--- src/ibof_pkg.sv ---
// Shared types and constants for the integer binary-op folder.
// No dependencies.
package ibof_pkg;

    localparam int WIDTH = 32;
    localparam int SHW   = $clog2(WIDTH);

    typedef enum logic [3:0] {
        OP_ADD  = 4'd0,
        OP_SUB  = 4'd1,
        OP_MUL  = 4'd2,
        OP_SDIV = 4'd3,
        OP_UDIV = 4'd4,
        OP_SHL  = 4'd5,
        OP_LSHR = 4'd6,
        OP_ASHR = 4'd7,
        OP_AND  = 4'd8,
        OP_OR   = 4'd9,
        OP_XOR  = 4'd10
    } t_op;

    typedef struct packed {
        logic [3:0]       operation;
        logic [WIDTH-1:0] lhs;
        logic [WIDTH-1:0] rhs;
    } t_req;

    typedef struct packed {
        logic [WIDTH-1:0] value;
        logic             valid_res;
    } t_res;

    // One slot of the divider pipe; non-divide results ride along in alt.
    typedef struct packed {
        logic             vld;
        logic             is_div;
        logic             neg;
        logic             ok;
        logic [WIDTH-1:0] alt;
        logic [WIDTH-1:0] rem;
        logic [WIDTH-1:0] quot;
        logic [WIDTH-1:0] dvs;
    } t_lane;

endpackage

--- src/ibof_div_step.sv ---
// One restoring-division step with its pipeline register.
// Depends on ibof_pkg.
module ibof_div_step (
    input  logic           i_clk,
    input  logic           i_rst_n,
    input  logic           i_en,
    input  ibof_pkg::t_lane i_lane,
    output ibof_pkg::t_lane o_lane
);

    ibof_pkg::t_lane r_lane;
    ibof_pkg::t_lane n_lane;
    logic [ibof_pkg::WIDTH:0] rem_sh;
    logic [ibof_pkg::WIDTH:0] diff;

    always_comb begin
        rem_sh = {i_lane.rem, i_lane.quot[ibof_pkg::WIDTH-1]};
        diff   = rem_sh - {1'b0, i_lane.dvs};
        n_lane = i_lane;
        if (!diff[ibof_pkg::WIDTH]) begin
            n_lane.rem  = diff[ibof_pkg::WIDTH-1:0];
            n_lane.quot = {i_lane.quot[ibof_pkg::WIDTH-2:0], 1'b1};
        end else begin
            n_lane.rem  = rem_sh[ibof_pkg::WIDTH-1:0];
            n_lane.quot = {i_lane.quot[ibof_pkg::WIDTH-2:0], 1'b0};
        end
    end

    always_ff @(posedge i_clk) begin
        if (!i_rst_n) begin
            r_lane.vld <= 1'b0;
        end else if (i_en) begin
            r_lane.vld <= i_lane.vld;
        end
        if (i_en) begin
            r_lane.is_div <= n_lane.is_div;
            r_lane.neg    <= n_lane.neg;
            r_lane.ok     <= n_lane.ok;
            r_lane.alt    <= n_lane.alt;
            r_lane.rem    <= n_lane.rem;
            r_lane.quot   <= n_lane.quot;
            r_lane.dvs    <= n_lane.dvs;
        end
    end

    assign o_lane = r_lane;

endmodule

--- config.mk ---
export PLATFORM = sky130hd
export DESIGN_NAME = ibof_div_step
export DESIGN_NICKNAME = d
export VERILOG_FILES = /design/src/ibof_pkg.sv /design/src/ibof_div_step.sv
export SDC_FILE = /design/constraint.sdc
export NUM_CORES = 1
export LEC_CHECK = 0
export BUFFER_PORTS_ARGS = -buffer_cell sky130_fd_sc_hd__buf_2
export CAP_MARGIN = 0
export CORE_MARGIN = 2
export CORE_UTILIZATION = 36
export CTS_BUF_LIST = sky130_fd_sc_hd__clkbuf_16
export DETAILED_ROUTE_END_ITERATION = 6
export HOLD_SLACK_MARGIN = 0.03
export PLACE_DENSITY = 0.69
export REMOVE_ABC_BUFFERS = 1
export SLEW_MARGIN = 20
export SYNTH_ARGS = -nofsm -noshare
export SYNTH_HDL_FRONTEND = slang
export SYNTH_SLANG_ARGS = --single-unit
--- constraint.sdc ---
create_clock -name i_clk -period 3 [get_ports i_clk]
set_input_delay 0 -clock i_clk [delete_from_list [all_inputs] [get_ports i_clk]]
set_output_delay 0 -clock i_clk [all_outputs]
set_load 0.02 [all_outputs]
==> flow_summary.json <==
{
  "endpoint_kind": "flop",
  "coreArea_sq_mm": 0.01742,
  "cts_root_buffer": "clkbuf_16",
  "largest_reg_flops": 132,
  "cts.sinks": 132,
  "synth_seq_cells": 132,
  "cts_tree": "yes",
  "hpwl_um": 12720,
  "dpl_worst_slack_ps": 206.0,
  "status": "finished, final reports clean",
  "finalHoldViolations": 0,
  "critPathRequiredTime_ps": 3160,
  "max-vdd-ir-drop_mv": 0.5104,
  "drt_iter0_drc": 208,
  "core.rowCount": 48,
  "gr-usage-all-layers_pct": 18.86,
  "dieArea_sq_mm": 0.01904,
  "crit_fanout": 11,
  "period_share_pct": 96.15,
  "grt_max_degree": 73,
  "relSlewSlack_pct": 51.94,
  "vias": 5371,
  "worst_ep_arrival_time_ps": 3050,
  "yosysWarnings": 0,
  "numCtsBuffers": 17,
  "setup_viol": 0,
  "drc_errors": 0,
  "critPathKind": "input port to flop",
  "power_density_mw_per_mm2": 573.0,
  "timing.hold.worst.start": "i_en",
  "avgSynthCellArea_sq_um": 13.52,
  "synth_area_sq_mm": 0.006464,
  "worstMarginPinSlew_ps": 720.8,
  "total_power_w": 0.005779,
  "die_h_um": 138.0,
  "fmax_mhz": 346.7,
  "antenna_found_initial": 1,
  "reg2reg_depth": 3,
  "holdPathEnd": "o_lane[7]",
  "ios": 267,
  "fin_crit_ps": 2885,
  "cpPeakStageDelay_ps": 550,
  "cp_slowest_cell": "dlygate4sd3_1",
  "worstSetupStartpointType": "input port",
  "maxSlewViolCount": 0,
  "rr_endpoint": "o_lane[131]",
  "grt-ovfl-total": 0,
  "routed_wl_um": 18430,
  "cpLargestDelayFamily": "buffers and inverters",
  "netlist_instances": 478,
  "ant_nets": 0,
  "h-tree-depth": 4,
  "crit_buf_inv": 4,
  "post_drt_via_cell_ratio": 4.749,
  "ctsLongestPathBuffers": 2,
  "worst_slack_ps": 115.5,
  "grt_pass1_vias": 5484,
  "fin_skew_ps": 0,
  "start_util_pct": 37.11,
  "clkLatencyLatePin_ps": 410,
  "power.leakage_nw": 4.527,
  "cp_cell_sequence": "dlygate4sd3_1 > buf_2 > inv_1 > ha_1 > fa_2 > nand2b_4 > a21oi_2 > o211ai_1 > a21oi_2 > o31a_2 > mux2i_2 > nor2_4 > buf_12 > mux2_2",
  "max_cap_viol_count": 0,
  "fillers": 1460,
  "cts_setup_buffers": 0,
  "drt-pass1-iter-count": 4,
  "wl_per_cell_um": 16.30,
  "synth-edff-count": 131,
  "drive_gt1_share_pct": 38.56,
  "crit_top_cell": "a21oi_2",
  "gp_congestion": 0.8539,
  "synth.distinct_cells": 50,
  "layout.nets": 1060,
  "grt_pass1_wl_um": 26990,
  "async_reset_ff_share_pct": 0,
  "port_buffers": 266,
  "clkTransAtPathRegs_ps": 60,
  "reg2reg_slack_ps": 1840,
  "hold_path_class": "input port to flop",
  "syn_to_final_growth_pct": 56.02,
  "synth_flop_cell": "edfxtp_1",
  "ys_seq_area_share_pct": 61.17,
  "die_x_um": 138.0,
  "timing.rr.start": "o_lane[131]",
  "hold_depth": 1
}
-- how the worst max path moves through the flow --
stage                     from         end  slack (ps)  depth (start not counted)
detailed placement   i_lane[0]  o_lane[77]         210                         12
global placement    i_lane[63]  o_lane[66]         240                         13
floorplan           i_lane[63]  o_lane[66]        -470                         11
CTS                  i_lane[0]  o_lane[77]          30                         13
finish              i_lane[63]  o_lane[67]         120                         14
global route        i_lane[63]  o_lane[67]         -30                         14
-- repair_timing --
action,CTS,global route
hold buffers,132,0
endpoints found under the hold margin,131,0
gates resized for setup,0,10
setup endpoints to repair,0,32
-- per-layer routing --
metal	part of all wire, %	routed length (um)	up-vias	track usage, %
li1	-	-	2624	-
met1	39	7130	2510	20.08
met2	51	9368	200	34.27
met3	7.5	1378	37	5.409
met4	3.0	554	0	8.844
met5	0	0	-	0
-- power by group --
part	switching, W	internal, W	total (W)
Sequential	0.0000442	0.00225	0.00229
Clock	0.000859	0.00125	0.00211
Combinational	0.000746	0.000635	0.00138
Total	0.00165	0.00413	0.00578
-- cells by family (layout without fill, tap and decap cells) --
| group | Yosys count | count (layout) | share of synthesized area [%] |
|---|---|---|---|
| buf+inv | 49 | 476 | 3.349 |
| compound gates | 107 | 107 | 10.59 |
| xor+xnor | 23 | 23 | 3.116 |
| simple gates | 100 | 100 | 8.014 |
| flops | 132 | 132 | 61.17 |
| fa+ha+maj | 33 | 33 | 6.504 |
| mux | 34 | 34 | 7.259 |
| other cells | 0 | 1 | 0 |
-- stage by stage --
stage / hold WS [ps] / instances / utilization (%) / area, sq um / TNS (ps)
2_1_floorplan: 98.87 / 467 / - / 6390 / -12590
3_3_place_gp: 176.4 / 965 / 46.53 / 8104 / 0
3_5_place_dp: 178.3 / 965 / 46.53 / 8104 / 0
4_1_cts: 131.2 / 1129 / 57.53 / 10020 / 0
5_1_grt: 148.3 / 1131 / 57.90 / 10080 / -82.64
6_report: 113.7 / 1131 / 57.90 / 10080 / 0
-- final cells by class --
class,instances,area (sq um),share of cell area [%]
Sequential cell,132,3954,39.21
Timing Repair Buffer,406,2774,27.51
Multi-Input combinational cell,297,2336,23.16
Clock buffer,17,425.4,4.218
Tap cell,225,281.5,2.792
Clock inverter,15,168.9,1.675
Inverter,38,142.6,1.414
Antenna cell,1,2.502,0.02481
-- synthesized netlist by cell type, drive strengths merged, types with 2 or more instances --
| master | count | area (sq um) |
|---|---|---|
| a21oi | 39 | 198.9 |
| clkbuf | 6 | 23.77 |
| nor2 | 19 | 73.82 |
| ha | 32 | 400.4 |
| nand2 | 27 | 101.4 |
| nor4b | 2 | 17.52 |
| o211ai | 6 | 45.04 |
| o21a | 5 | 37.54 |
| o21ai | 18 | 90.08 |
| nand3 | 10 | 50.05 |
| mux2 | 28 | 409.1 |
| or3 | 2 | 12.51 |
| nor2b | 6 | 37.54 |
| and4 | 3 | 26.28 |
| xnor2 | 13 | 113.9 |
| and3 | 4 | 25.02 |
| o31ai | 2 | 15.01 |
| nand3b | 2 | 15.01 |
| a21o | 18 | 135.1 |
| nand2b | 8 | 50.05 |
| inv | 38 | 142.6 |
| a21bo | 3 | 30.03 |
| edfxtp | 131 | 3934 |
| xor2 | 10 | 87.58 |
| buf | 5 | 50.04 |
| a211oi | 3 | 22.52 |
| and2 | 3 | 18.77 |
| o21bai | 5 | 37.54 |
| nor4 | 2 | 12.51 |
| mux2i | 6 | 60.06 |
| nand4 | 6 | 37.54 |
| nor3 | 4 | 20.02 |
-- layout by cell type (no fill, tap or decap), drive strengths merged, types with 3 or more instances in the layout --
master	instances
a21oi	39
o21a	5
xor2	10
a21bo	3
xnor2	13
o21bai	5
nand4	6
a211oi	3
and4	3
buf	273
nand2b	8
inv	47
nand2	27
o21ai	18
nand3	10
ha	32
dlygate4sd3	132
mux2	28
clkbuf	18
and2	3
clkinvlp	4
o211ai	6
a21o	18
nor2	19
mux2i	6
and3	4
edfxtp	131
nor2b	6
nor3	4
No activity file was read; power rests on OpenSTA's default activity.
